File: config.mk
export PLATFORM = sky130hd
export DESIGN_NAME = neighbor_context_mtf_ranker_core_flat
export DESIGN_NICKNAME = d
export VERILOG_FILES = /design/src/rtl/ncmtf_pkg.sv /design/src/rtl/ncmtf_ifs.sv /design/src/rtl/ncmtf_ram.sv /design/src/rtl/ncmtf_seq.sv /design/src/rtl/neighbor_context_mtf_ranker_core.sv /design/src/flat_wrapper.sv
export SDC_FILE = /design/constraint.sdc
export NUM_CORES = 1
export LEC_CHECK = 0
export BUFFER_PORTS_ARGS = -buffer_cell sky130_fd_sc_hd__buf_2
export CAP_MARGIN = 20
export CORE_ASPECT_RATIO = 2
export CORE_MARGIN = 4
export CORE_UTILIZATION = 55
export DETAILED_ROUTE_END_ITERATION = 10
export PLACE_DENSITY = 0.81
export SETUP_SLACK_MARGIN = 0.1
export SLEW_MARGIN = 20
export SYNTH_ARGS = -nofsm -noshare
export SYNTH_HDL_FRONTEND = slang
export SYNTH_SLANG_ARGS = --single-unit
File: constraint.sdc
create_clock -name clk -period 5.8 [get_ports clk]
set_input_delay 0.87 -clock clk [delete_from_list [all_inputs] [get_ports clk]]
set_output_delay 0.87 -clock clk [all_outputs]
set_load 0.01 [all_outputs]
File: src/rtl/ncmtf_pkg.sv
// Shared types and constants of the neighbor context move-to-front ranker.
`timescale 1ns / 1ps
`default_nettype none
package ncmtf_pkg;

  localparam int MAX_CLASSES_DEF = 64;
  localparam int LABEL_W = 6;
  localparam int CFG_W = 7;
  localparam logic [CFG_W-1:0] CFG_RESET = 7'd64;
  localparam int RANK_OUT_W = 6;
  localparam int NUM_REFS = 3;

  typedef logic [LABEL_W-1:0] label_t;
  typedef logic [CFG_W-1:0] count_t;

  typedef enum logic [2:0] {
    ST_INIT,
    ST_IDLE,
    ST_LOOK,
    ST_WAITJ,
    ST_SWEEP,
    ST_QREAD,
    ST_QWAIT
  } state_t;

endpackage
`default_nettype wire

File: src/rtl/ncmtf_ifs.sv
// Request and result channel interfaces of the ranker.
`timescale 1ns / 1ps
`default_nettype none
interface ncmtf_in_if;
  logic                  valid;
  logic                  ready;
  ncmtf_pkg::label_t     upper_label;
  ncmtf_pkg::label_t     left_label;
  ncmtf_pkg::label_t     upright_label;
  logic                  first_row;
  logic                  first_col;
  logic                  last_block_col;
  ncmtf_pkg::label_t     query_label;

  modport source (output valid, upper_label, left_label, upright_label, first_row,
                  first_col, last_block_col, query_label, input ready);
  modport sink (input valid, upper_label, left_label, upright_label, first_row,
                first_col, last_block_col, query_label, output ready);
endinterface

interface ncmtf_out_if;
  logic                                valid;
  logic                                ready;
  logic [ncmtf_pkg::RANK_OUT_W-1:0]    query_rank;

  modport source (output valid, query_rank, input ready);
  modport sink (input valid, query_rank, output ready);
endinterface
`default_nettype wire

File: src/rtl/ncmtf_ram.sv
// Generic single-write, single-read RAM with registered read data.
`timescale 1ns / 1ps
`default_nettype none
module ncmtf_ram #(
  parameter int WIDTH = ncmtf_pkg::LABEL_W,
  parameter int DEPTH = ncmtf_pkg::MAX_CLASSES_DEF
) (
  input  wire logic                     clk,
  input  wire logic                     we,
  input  wire logic [$clog2(DEPTH)-1:0] waddr,
  input  wire logic [WIDTH-1:0]         wdata,
  input  wire logic [$clog2(DEPTH)-1:0] raddr,
  output logic      [WIDTH-1:0]         rdata
);

  logic [WIDTH-1:0] mem [DEPTH];

  always_ff @(posedge clk) begin
    if (we) begin
      mem[waddr] <= wdata;
    end
    rdata <= mem[raddr];
  end

endmodule
`default_nettype wire

File: src/rtl/ncmtf_seq.sv
// Sequencer that walks the rank memory for each move-to-front update and the query read.
`timescale 1ns / 1ps
`default_nettype none
module ncmtf_seq #(
  parameter int MAX_CLASSES = ncmtf_pkg::MAX_CLASSES_DEF,
  localparam int AW = $clog2(MAX_CLASSES)
) (
  input  wire logic              clk,
  input  wire logic              rst_n,
  input  wire ncmtf_pkg::count_t n_classes,
  ncmtf_in_if.sink               in_chan,
  ncmtf_out_if.source            out_chan,
  output logic                   mem_we,
  output logic [AW-1:0]          mem_waddr,
  output logic [AW-1:0]          mem_wdata,
  output logic [AW-1:0]          mem_raddr,
  input  wire logic [AW-1:0]     mem_rdata
);

  ncmtf_pkg::state_t state_r, state_nxt;
  logic [AW-1:0] idx_r, idx_nxt;
  logic [1:0] mv_r, mv_nxt;
  ncmtf_pkg::label_t ref_r [ncmtf_pkg::NUM_REFS];
  ncmtf_pkg::label_t ref_nxt [ncmtf_pkg::NUM_REFS];
  ncmtf_pkg::label_t q_r, q_nxt;
  logic [AW-1:0] j_r, j_nxt;
  logic out_valid_r, out_valid_nxt;
  logic [ncmtf_pkg::RANK_OUT_W-1:0] out_rank_r, out_rank_nxt;

  ncmtf_pkg::label_t cur_label;
  ncmtf_pkg::label_t sel [ncmtf_pkg::NUM_REFS];
  logic label_ok, q_ok, sweep_last, out_free, init_last;

  assign cur_label = ref_r[mv_r];
  assign label_ok = {1'b0, cur_label} < n_classes;
  assign q_ok = {1'b0, q_r} < n_classes;
  assign sweep_last = int'(idx_r) == int'(n_classes) - 1;
  assign init_last = idx_r == AW'(MAX_CLASSES - 1);
  assign out_free = !out_valid_r || out_chan.ready;

  assign out_chan.valid = out_valid_r;
  assign out_chan.query_rank = out_rank_r;

  always_comb begin
    if (in_chan.first_row) begin
      sel[0] = in_chan.first_col ? '0 : in_chan.left_label;
      sel[1] = sel[0];
      sel[2] = sel[0];
    end else begin
      sel[0] = in_chan.upper_label;
      sel[1] = in_chan.first_col ? in_chan.upper_label : in_chan.left_label;
      sel[2] = in_chan.last_block_col ? in_chan.upper_label : in_chan.upright_label;
      if (sel[1] == sel[2]) begin
        sel[2] = in_chan.upper_label;
        sel[0] = sel[1];
      end
    end
  end

  always_ff @(posedge clk) begin
    if (!rst_n) begin
      state_r <= ncmtf_pkg::ST_INIT;
      idx_r <= '0;
      out_valid_r <= 1'b0;
    end else begin
      state_r <= state_nxt;
      idx_r <= idx_nxt;
      out_valid_r <= out_valid_nxt;
    end
  end

  always_ff @(posedge clk) begin
    mv_r <= mv_nxt;
    ref_r <= ref_nxt;
    q_r <= q_nxt;
    j_r <= j_nxt;
    out_rank_r <= out_rank_nxt;
  end

  always_comb begin
    state_nxt = state_r;
    idx_nxt = idx_r;
    mv_nxt = mv_r;
    ref_nxt = ref_r;
    q_nxt = q_r;
    j_nxt = j_r;
    out_valid_nxt = out_valid_r && !out_chan.ready;
    out_rank_nxt = out_rank_r;
    in_chan.ready = 1'b0;
    mem_we = 1'b0;
    mem_waddr = idx_r;
    mem_wdata = mem_rdata;
    mem_raddr = AW'(cur_label);
    unique case (state_r)
      ncmtf_pkg::ST_INIT: begin
        mem_we = 1'b1;
        mem_wdata = idx_r;
        if (init_last) begin
          idx_nxt = '0;
          state_nxt = ncmtf_pkg::ST_IDLE;
        end else begin
          idx_nxt = idx_r + 1'b1;
        end
      end
      ncmtf_pkg::ST_IDLE: begin
        in_chan.ready = 1'b1;
        if (in_chan.valid) begin
          ref_nxt = sel;
          q_nxt = in_chan.query_label;
          mv_nxt = 2'd2;
          state_nxt = ncmtf_pkg::ST_LOOK;
        end
      end
      ncmtf_pkg::ST_LOOK: begin
        if (label_ok) begin
          state_nxt = ncmtf_pkg::ST_WAITJ;
        end else if (mv_r == 2'd0) begin
          state_nxt = ncmtf_pkg::ST_QREAD;
        end else begin
          mv_nxt = mv_r - 1'b1;
        end
      end
      ncmtf_pkg::ST_WAITJ: begin
        j_nxt = mem_rdata;
        if (mem_rdata == '0) begin
          if (mv_r == 2'd0) begin
            state_nxt = ncmtf_pkg::ST_QREAD;
          end else begin
            mv_nxt = mv_r - 1'b1;
            state_nxt = ncmtf_pkg::ST_LOOK;
          end
        end else begin
          mem_raddr = '0;
          idx_nxt = '0;
          state_nxt = ncmtf_pkg::ST_SWEEP;
        end
      end
      ncmtf_pkg::ST_SWEEP: begin
        mem_we = 1'b1;
        mem_raddr = idx_r + 1'b1;
        if (idx_r == AW'(cur_label)) begin
          mem_wdata = '0;
        end else if (mem_rdata < j_r) begin
          mem_wdata = mem_rdata + 1'b1;
        end
        if (sweep_last) begin
          idx_nxt = '0;
          if (mv_r == 2'd0) begin
            state_nxt = ncmtf_pkg::ST_QREAD;
          end else begin
            mv_nxt = mv_r - 1'b1;
            state_nxt = ncmtf_pkg::ST_LOOK;
          end
        end else begin
          idx_nxt = idx_r + 1'b1;
        end
      end
      ncmtf_pkg::ST_QREAD: begin
        mem_raddr = AW'(q_r);
        if (q_ok) begin
          state_nxt = ncmtf_pkg::ST_QWAIT;
        end else if (out_free) begin
          out_rank_nxt = '0;
          out_valid_nxt = 1'b1;
          state_nxt = ncmtf_pkg::ST_IDLE;
        end
      end
      ncmtf_pkg::ST_QWAIT: begin
        mem_raddr = AW'(q_r);
        if (out_free) begin
          out_rank_nxt = ncmtf_pkg::RANK_OUT_W'(mem_rdata);
          out_valid_nxt = 1'b1;
          state_nxt = ncmtf_pkg::ST_IDLE;
        end
      end
      default: begin
        state_nxt = ncmtf_pkg::ST_IDLE;
      end
    endcase
  end

endmodule
`default_nettype wire

File: src/rtl/neighbor_context_mtf_ranker_core.sv
// Top level of the neighbor context move-to-front ranker.
//
// Channel   Direction  Handshake          Contents
// in_chan   input      valid/ready        three neighbor labels, position flags, query label
// out_chan  output     valid/ready        rank of the query label after the update
// cfg_      input      write enable only  active class count
//
// Each reference that moves costs a rank lookup plus one sweep through the first n entries of
// the rank memory, where n is the active class count, using its single read and single write
// port; the query read follows the updates. After reset a clearing pass over all MAX_CLASSES
// entries loads the identity ranks before the first request is taken. A stalled result stays in
// the output register while the next request is accepted; the query of that request waits until
// the register is free.
`timescale 1ns / 1ps
`default_nettype none
module neighbor_context_mtf_ranker_core #(
  parameter int MAX_CLASSES = ncmtf_pkg::MAX_CLASSES_DEF
) (
  input  wire logic                      clk,
  input  wire logic                      rst_n,
  input  wire logic                      cfg_we,
  input  wire logic [ncmtf_pkg::CFG_W-1:0] cfg_wdata,
  ncmtf_in_if.sink                       in_chan,
  ncmtf_out_if.source                    out_chan
);

  localparam int AW = $clog2(MAX_CLASSES);

  ncmtf_pkg::count_t cfg_r;
  ncmtf_pkg::count_t n_classes;
  logic mem_we;
  logic [AW-1:0] mem_waddr, mem_wdata, mem_raddr, mem_rdata;

  always_ff @(posedge clk) begin
    if (!rst_n) begin
      cfg_r <= ncmtf_pkg::CFG_RESET;
    end else if (cfg_we) begin
      cfg_r <= cfg_wdata;
    end
  end

  assign n_classes = (int'(cfg_r) > MAX_CLASSES) ? ncmtf_pkg::CFG_W'(MAX_CLASSES) : cfg_r;

  ncmtf_seq #(
    .MAX_CLASSES(MAX_CLASSES)
  ) u_seq (
    .clk       (clk),
    .rst_n     (rst_n),
    .n_classes (n_classes),
    .in_chan   (in_chan),
    .out_chan  (out_chan),
    .mem_we    (mem_we),
    .mem_waddr (mem_waddr),
    .mem_wdata (mem_wdata),
    .mem_raddr (mem_raddr),
    .mem_rdata (mem_rdata)
  );

  ncmtf_ram #(
    .WIDTH(AW),
    .DEPTH(MAX_CLASSES)
  ) u_rank_ram (
    .clk   (clk),
    .we    (mem_we),
    .waddr (mem_waddr),
    .wdata (mem_wdata),
    .raddr (mem_raddr),
    .rdata (mem_rdata)
  );

endmodule
`default_nettype wire
File: src/flat_wrapper.sv
// flat-port wrapper written by rule: the top's interface ports become plain ports
module neighbor_context_mtf_ranker_core_flat 
#(
  parameter int MAX_CLASSES = ncmtf_pkg::MAX_CLASSES_DEF
)
  (clk, rst_n, cfg_we, cfg_wdata, in_chan_valid, in_chan_upper_label, in_chan_left_label, in_chan_upright_label, in_chan_first_row, in_chan_first_col, in_chan_last_block_col, in_chan_query_label, in_chan_ready, out_chan_valid, out_chan_query_rank, out_chan_ready);
  ncmtf_in_if in_chan_i ();
  ncmtf_out_if out_chan_i ();
  input  wire logic clk;
  input  wire logic rst_n;
  input  wire logic cfg_we;
  input  wire logic [ncmtf_pkg::CFG_W-1:0] cfg_wdata;
  input wire logic [$bits(in_chan_i.valid)-1:0] in_chan_valid;
  input wire logic [$bits(in_chan_i.upper_label)-1:0] in_chan_upper_label;
  input wire logic [$bits(in_chan_i.left_label)-1:0] in_chan_left_label;
  input wire logic [$bits(in_chan_i.upright_label)-1:0] in_chan_upright_label;
  input wire logic [$bits(in_chan_i.first_row)-1:0] in_chan_first_row;
  input wire logic [$bits(in_chan_i.first_col)-1:0] in_chan_first_col;
  input wire logic [$bits(in_chan_i.last_block_col)-1:0] in_chan_last_block_col;
  input wire logic [$bits(in_chan_i.query_label)-1:0] in_chan_query_label;
  output wire logic [$bits(in_chan_i.ready)-1:0] in_chan_ready;
  output wire logic [$bits(out_chan_i.valid)-1:0] out_chan_valid;
  output wire logic [$bits(out_chan_i.query_rank)-1:0] out_chan_query_rank;
  input wire logic [$bits(out_chan_i.ready)-1:0] out_chan_ready;
  assign in_chan_i.valid = in_chan_valid;
  assign in_chan_i.upper_label = in_chan_upper_label;
  assign in_chan_i.left_label = in_chan_left_label;
  assign in_chan_i.upright_label = in_chan_upright_label;
  assign in_chan_i.first_row = in_chan_first_row;
  assign in_chan_i.first_col = in_chan_first_col;
  assign in_chan_i.last_block_col = in_chan_last_block_col;
  assign in_chan_i.query_label = in_chan_query_label;
  assign in_chan_ready = in_chan_i.ready;
  assign out_chan_valid = out_chan_i.valid;
  assign out_chan_query_rank = out_chan_i.query_rank;
  assign out_chan_i.ready = out_chan_ready;
  neighbor_context_mtf_ranker_core #(.MAX_CLASSES(MAX_CLASSES)) u_core (.clk(clk), .rst_n(rst_n), .cfg_we(cfg_we), .cfg_wdata(cfg_wdata), .in_chan(in_chan_i), .out_chan(out_chan_i));
endmodule
==> metrics.yaml, run 1 <==
gp_congestion: 1.03
fin_worst_skew_ns: 0.0134
crit_path_start_kind: "flip-flop"
hold_buffers: 0
crit_chain: "ha_1 > mux2_2 > a222oi_1 > or2_2 > buf_4 > nand3_1 > and3_1 > a2111oi_1 > nand4_1"
async_flop_share: 0
crit_fanout: 34
cts_tree: "done"
dp_slack_ns: 1.27
finalPower_mw: 6.64
antenna_found_initial: 0
ys_ff_latch: 445
die_h_um: 276
cts_resized: 0
hold_start: "u_core.u_seq.out_chan.valid$_SDFF_PN0_"
h-tree-depth: 2
track_usage: 0.263
path_buf_inv: 1
worstPathArrival_ns: 5.06
max_slew_margin: 0.226
first_pass_iters: 7
areaGrowthSynthToFinish_pct: 8.96
diodes: 0
r2r_setup_slack_ns: 1.11
postCtsSetupRepairBufs: 0
clockBufferDepth: 3
yosys-top-cells-area: "edfxtp_1 (64%), mux2i_1 (7.5%), nand2_1 (4.6%)"
grt_overflow: 0
min_path_type: "reg2reg"
synthFlopType: "edfxtp_1"
clock_latency_ns: 0.53
first_iter_violations: 1615
numCtsBuffers: 36
syn-num-nets: 1575
fin_crit_sh: 0.809
cts.clk_slew.worst_paths_ns: 0.07
max_stage_delay_ns: 0.83
finalWorstSetupSlack_ns: 1.11
setup_viol: 0
drc: 0
synth_edf_count: 422
setup-tns-final_ns: 0
rsz0062_at_grt: "no"
syn_inst: 1517
fin_crit_ns: 4.69
worst_pin_slew_ns: 1.15
slowest_stage: "a2111oi_1"
status: "completed"
yosysTopAreaCell: "edfxtp_1"
hold_end: "u_core.u_seq.out_chan.valid$_SDFF_PN0_"
synth-seq-area-share: 0.665
crit_type: "reg2reg"
hold_violations: 0
num_vias: 13000
die_w_um: 142
clock_sinks: 445
wl_per_cell_um: 25.9
final_nets: 1591
cts_root_buf: "clkbuf_16"
wl_um: 51800
synth_top_cells_by_count: "edfxtp_1 (422), nand2_1 (242), mux2i_1 (147)"
fmax_mhz: 213
reg2reg_to: "u_core.u_rank_ram.rdata[1]$_DFF_P_"
synth.avg_cell_area_um2: 13.0
syn_area_um2: 19700
grt_pass1_vias: 13000
reg2regPathDepth: 9
synth_cell_type_count: 73
cpLargestDelayFamily: "simple AND/OR/NAND/NOR gates"
dp_hpwl_um: 35700
yosysWarningCount: 0
ant_nets: 0
die_area_um2: 39200
vias_per_cell: 6.47
irDropWorstVdd_uv: 247
io_buffers: 46
yosysTopAreaCellShare: 0.642
synth.most_common_cell: "edfxtp_1"
end_kind: "flip-flop"
grt_start_max_net_pins: 90
p_leak_nw: 7.77
slew_viol_final: 0
p_per_area_nw_per_um2: 309
whs_path_depth: 2
drive_gt1_frac: 0.100
cap_violations: 0
grt_pass1_wl_um: 76900
num_rows: 97
cp_data_required_time_ns: 6.17
core_area_um2: 35200
initial_core_util: 0.561
ios: 47
worstReg2RegStart: "u_core.u_seq.mem_waddr[0]$_SDFFE_PN0P_"
==> layout by cell type, fill, tap and decap left out, drive strengths merged, types with 7 or more instances in the layout <==
cell type,synthesis,final
xor2,15,15
nor2b,10,10
mux2i,147,147
clkbuf,45,53
buf,37,60
nand3b,7,7
nand2b,9,9
a31oi,13,13
dfxtp,23,23
and2,7,7
a21oi,20,20
ha,19,19
nand4,12,12
nor3,14,14
o21ai,28,28
a221oi,11,11
nor2,113,113
o21a,11,11
o22ai,7,7
nand2,243,243
and3,38,38
clkinv,0,7
edfxtp,422,422
mux2,19,19
a22o,13,13
inv,19,21
xnor2,20,20
nand3,98,98
==> worst reg2reg max path: stages, from the launching register on <==
cell and delay, ns:
dfxtp_1 0.73, ha_1 0.39, mux2_2 0.30, a222oi_1 0.45, or2_2 0.66, buf_4 0.49
nand3_1 0.27, and3_1 0.26, a2111oi_1 0.83, nand4_1 0.16
==> stage by stage <==
step	util	area [µm²]	hold slack, ns	std cells
global route	0.611	21500	0.520	2004
detailed placement	0.578	20300	0.475	1940
finish	0.611	21500	0.484	2004
CTS	0.611	21500	0.485	2004
floorplan	-	19700	0.487	1517
global placement	0.578	20300	0.463	1940
==> cell type report <==
| class | count | area, µm² |
|---|---|---|
| Clock buffer | 53 | 1050 |
| Inverter | 19 | 71.3 |
| Multi-Input combinational cell | 971 | 6230 |
| Sequential cell | 445 | 13100 |
| Fill cell | 2628 | 13700 |
| Clock inverter | 11 | 113 |
| Tap cell | 445 | 557 |
| Timing Repair Buffer | 60 | 360 |
==> registers in the layout, indices dropped and copies added (netlist names) <==
name,cells
u_core.u_rank_ram.mem,384
u_core.u_seq.ref_r,18
u_core.cfg_r,7
u_core.u_rank_ram.rdata,6
u_core.u_seq.j_r,6
u_core.u_seq.mem_waddr,6
u_core.u_seq.out_chan.query_rank,6
u_core.u_seq.q_r,6
u_core.u_seq.state_r,3
u_core.u_seq.mv_r,2
u_core.u_seq.out_chan.valid,1
==> where the power goes <==
| part | switching (mW) | total [mW] | internal [mW] |
|---|---|---|---|
| Combinational | 0.402 | 0.590 | 0.189 |
| Clock | 1.09 | 2.43 | 1.35 |
| Sequential | 0.0516 | 3.62 | 3.56 |
==> metal layers <==
metal	GRT usage	vias to the layer above	part of all wire
met4	0.213	0	0.098
met3	0.0346	246	0.070
met2	0.488	753	0.54
met5	0	-	0
met1	0.254	6277	0.29
li1	-	5697	-
==> logic make-up (layout without fill, tap and decap cells) <==
group | after synthesis | after routing | synth area share
buf+inv | 101 | 143 | 0.0237
mux | 166 | 166 | 0.0854
compound gates | 180 | 180 | 0.0682
simple gates | 571 | 571 | 0.130
fa+ha+maj | 19 | 19 | 0.0120
xor+xnor | 35 | 35 | 0.0155
flops | 445 | 445 | 0.665
==> how the worst max path moves through the flow <==
stage	startpoint	end	slack, ns	cells after the start
after global routing	u_core.u_seq.state_r[1]$_SDFFE_PN0P_	u_core.u_rank_ram.rdata[1]$_DFF_P_	1.00	9
after CTS	u_core.u_seq.state_r[1]$_SDFFE_PN0P_	u_core.u_rank_ram.rdata[1]$_DFF_P_	1.28	9
final	u_core.u_seq.mem_waddr[0]$_SDFFE_PN0P_	u_core.u_rank_ram.rdata[1]$_DFF_P_	1.11	9
after floorplan	u_core.u_rank_ram.rdata[1]$_DFF_P_	u_core.u_rank_ram.mem[0][2]$_DFFE_PP_	0.78	9
after detailed placement	u_core.u_seq.state_r[1]$_SDFFE_PN0P_	u_core.u_rank_ram.rdata[1]$_DFF_P_	1.27	9
after global placement	u_core.u_seq.mem_waddr[0]$_SDFFE_PN0P_	u_core.u_rank_ram.rdata[1]$_DFF_P_	1.12	9
Power figures use the tool's default switching activity.
==> run 2, diff against run 1 <==
clock period = 4.6 ns   (was 5.8 ns; I/O delays follow)
==> metrics.yaml, run 2 (synthesized netlist as in run 1, its figures left out) <==
status: "completed"
worst_pin_slew_ns: 1.10  # -0.0566 ns
worstPathArrival_ns: 4.56  # -0.50 ns
track_usage: 0.272  # +0.00846
numCtsBuffers: 36  # unchanged
wl_um: 53000  # +2.2%
num_vias: 13000  # +0.52%
cpLargestDelayFamily: "compound AO/OA/AOI/OAI gates"
whs_path_depth: 1  # -1
drive_gt1_frac: 0.114  # +0.0136
end_kind: "flip-flop"
final_cells: 2028  # +1.2%
grt_pass1_vias: 13300  # +2.1%
dp_slack_ns: 0.606  # -0.666 ns
intPower_mw: 6.35  # +25%
cts_tree: "done"
antenna_found_initial: 0  # unchanged
p_leak_nw: 7.86  # +1.2%
crit_chain: "nand2_1 > a31oi_1 > o21bai_1 > nand2_8 > buf_4 > mux2i_1 > mux2i_1 > a32o_1 > a221oi_1 > nand4_1"
cp_data_required_time_ns: 4.98  # -1.19 ns
irDropWorstVdd_uv: 347  # +40%
worstReg2RegStart: "u_core.u_seq.state_r[0]$_SDFFE_PN0P_"
path_buf_inv: 1  # unchanged
comb_power_share: 0.094  # +0.005
crit_type: "reg2reg"
crit_fanout: 43  # +26%
finalWorstSetupSlack_ns: 0.416  # -0.694 ns
areaGrowthSynthToFinish_pct: 9.96
hold_start: "in_chan_query_label[5]"
reg_top3: "u_core.u_rank_ram.mem (384), u_core.u_seq.ref_r (18), u_core.cfg_r (7)"
clock_sinks: 445  # unchanged
initial_core_util: 0.561  # unchanged
max_stage_delay_ns: 0.78  # -0.05 ns
cap_violations: 0  # unchanged
power_switching_mw: 1.96  # +27%
crit_start: "u_core.u_seq.state_r[0]$_SDFFE_PN0P_"
postCtsSetupRepairBufs: 0  # unchanged
crit_path_start_kind: "flip-flop"
swShare: 0.236  # +0.00414
cts_root_buf: "clkbuf_16"
dp_hpwl_um: 36700  # +2.9%
grt_start_max_net_pins: 65  # -28%
num_rows: 97  # unchanged
reg2regPathDepth: 10  # +1
fin_worst_skew_ns: 0.0139  # +0.000495 ns
final_util: 0.617  # +0.00562
h-tree-depth: 2  # unchanged
wl_per_cell_um: 26.1  # +1.0%
slew_viol_final: 0  # unchanged
r2r_setup_slack_ns: 0.42  # -0.69 ns
setup-tns-final_ns: 0  # unchanged
reg2reg_to: "u_core.u_rank_ram.rdata[1]$_DFF_P_"
layout.cells.most_common: "edfxtp_1"
p_per_area_nw_per_um2: 383  # +24%
slowest_stage: "dfxtp_1"
ant_nets: 0  # unchanged
largest_register_ffs: 384  # unchanged
clockBufferDepth: 3  # unchanged
die_h_um: 276  # unchanged
min_path_type: "in2reg"
drc: 0  # unchanged
grt_overflow: 0  # unchanged
clockPowerShare: 0.359  # -0.008
fin_crit_sh: 0.909  # +0.101
fin_crit_ns: 4.18  # -0.506 ns
p_seq_frac: 0.547  # +0.002
hold_buffers: 0  # unchanged
max_slew_margin: 0.264  # +0.0380
core_area_um2: 35200  # unchanged
ios: 47  # unchanged
crit_path_frequent_cell: "mux2i_1"
place_inst: 1964  # +1.2%
vias_per_cell: 6.43  # -0.67%
first_iter_violations: 1356  # -16%
final_cell_mix: "edfxtp_1 (422), nand2_1 (241), mux2i_1 (147)"
final_nets: 1615  # +1.5%
die_w_um: 142  # unchanged
first_pass_iters: 7  # unchanged
fmax_mhz: 239  # +12%
gp_congestion: 0.994  # -3.1%
cts_resized: 0  # unchanged
hold_violations: 0  # unchanged
hold_end: "u_core.u_seq.q_r[5]$_DFFE_PP_"
clock_latency_ns: 0.52  # about the same
grt_pass1_wl_um: 79500  # +3.4%
cts.clk_slew.worst_paths_ns: 0.07  # about the same
largest-register: "u_core.u_rank_ram.mem"
setup_viol: 0  # unchanged
diodes: 0  # unchanged
finalPower_mw: 8.32  # +25%
rsz0062_at_grt: "no"
io_buffers: 46  # unchanged
die_area_um2: 39200  # unchanged
[run 2: cell count changes in the layout (fill, tap and decap cells not counted), moves of 3 or more]
cell        delta
clkinv_1       +3
clkbuf_8       -6
clkbuf_1       -3
buf_12         +6
clkinvlp_4     +4
buf_4         +18
[run 2: through the flow]
stage / area [µm²] / hold WS [ns]
2_1_floorplan: 19700 / 0.487
3_3_place_gp: 20600 / 0.464
3_5_place_dp: 20600 / 0.472
4_1_cts: 21700 / 0.337
5_1_grt: 21700 / 0.345
6_report: 21700 / 0.350
[run 2: area by class of cell]
class / instances / area [µm²]
tap: 445 / 557
clock inverter: 20 / 166
multi-input combinational: 971 / 6220
fill: 2660 / 13500
timing repair buffer: 84 / 616
sequential: 445 / 13100
inverter: 19 / 71.3
clock buffer: 44 / 952
[run 2: per-layer routing]
metal,vias up,part of all wire,global-route usage
met1,6374,0.30,0.264
met4,0,0.091,0.203
li1,5755,-,-
met3,220,0.054,0.0294
met5,-,0,0
met2,692,0.55,0.513
[run 2: worst reg2reg max path: stages, from the launching register on]
cell,delay (ns)
dfxtp_1,0.78
nand2_1,0.23
a31oi_1,0.36
o21bai_1,0.23
nand2_8,0.37
buf_4,0.41
mux2i_1,0.52
mux2i_1,0.17
a32o_1,0.24
a221oi_1,0.59
nand4_1,0.17
[run 2: power groups by stage]
stage | Clock [mW] | Combinational [mW] | Sequential, mW
after floorplan | 0 | 0.489 | 4.61
after global placement | 0 | 0.738 | 4.64
after detailed placement | 0 | 0.761 | 4.64
after CTS | 2.99 | 0.766 | 4.55
after global routing | 3.16 | 0.827 | 4.55
final | 2.99 | 0.778 | 4.55
[run 2: how the worst max path moves through the flow]
stage	cells past startpoint	end	slack (ns)
floorplan	9	u_core.u_rank_ram.mem[0][2]$_DFFE_PP_	0.68
global placement	10	u_core.u_rank_ram.rdata[1]$_DFF_P_	0.66
detailed placement	10	u_core.u_rank_ram.rdata[1]$_DFF_P_	0.61
CTS	10	u_core.u_rank_ram.rdata[5]$_DFF_P_	0.62
global route	10	u_core.u_rank_ram.rdata[1]$_DFF_P_	0.14
finish	10	u_core.u_rank_ram.rdata[1]$_DFF_P_	0.42
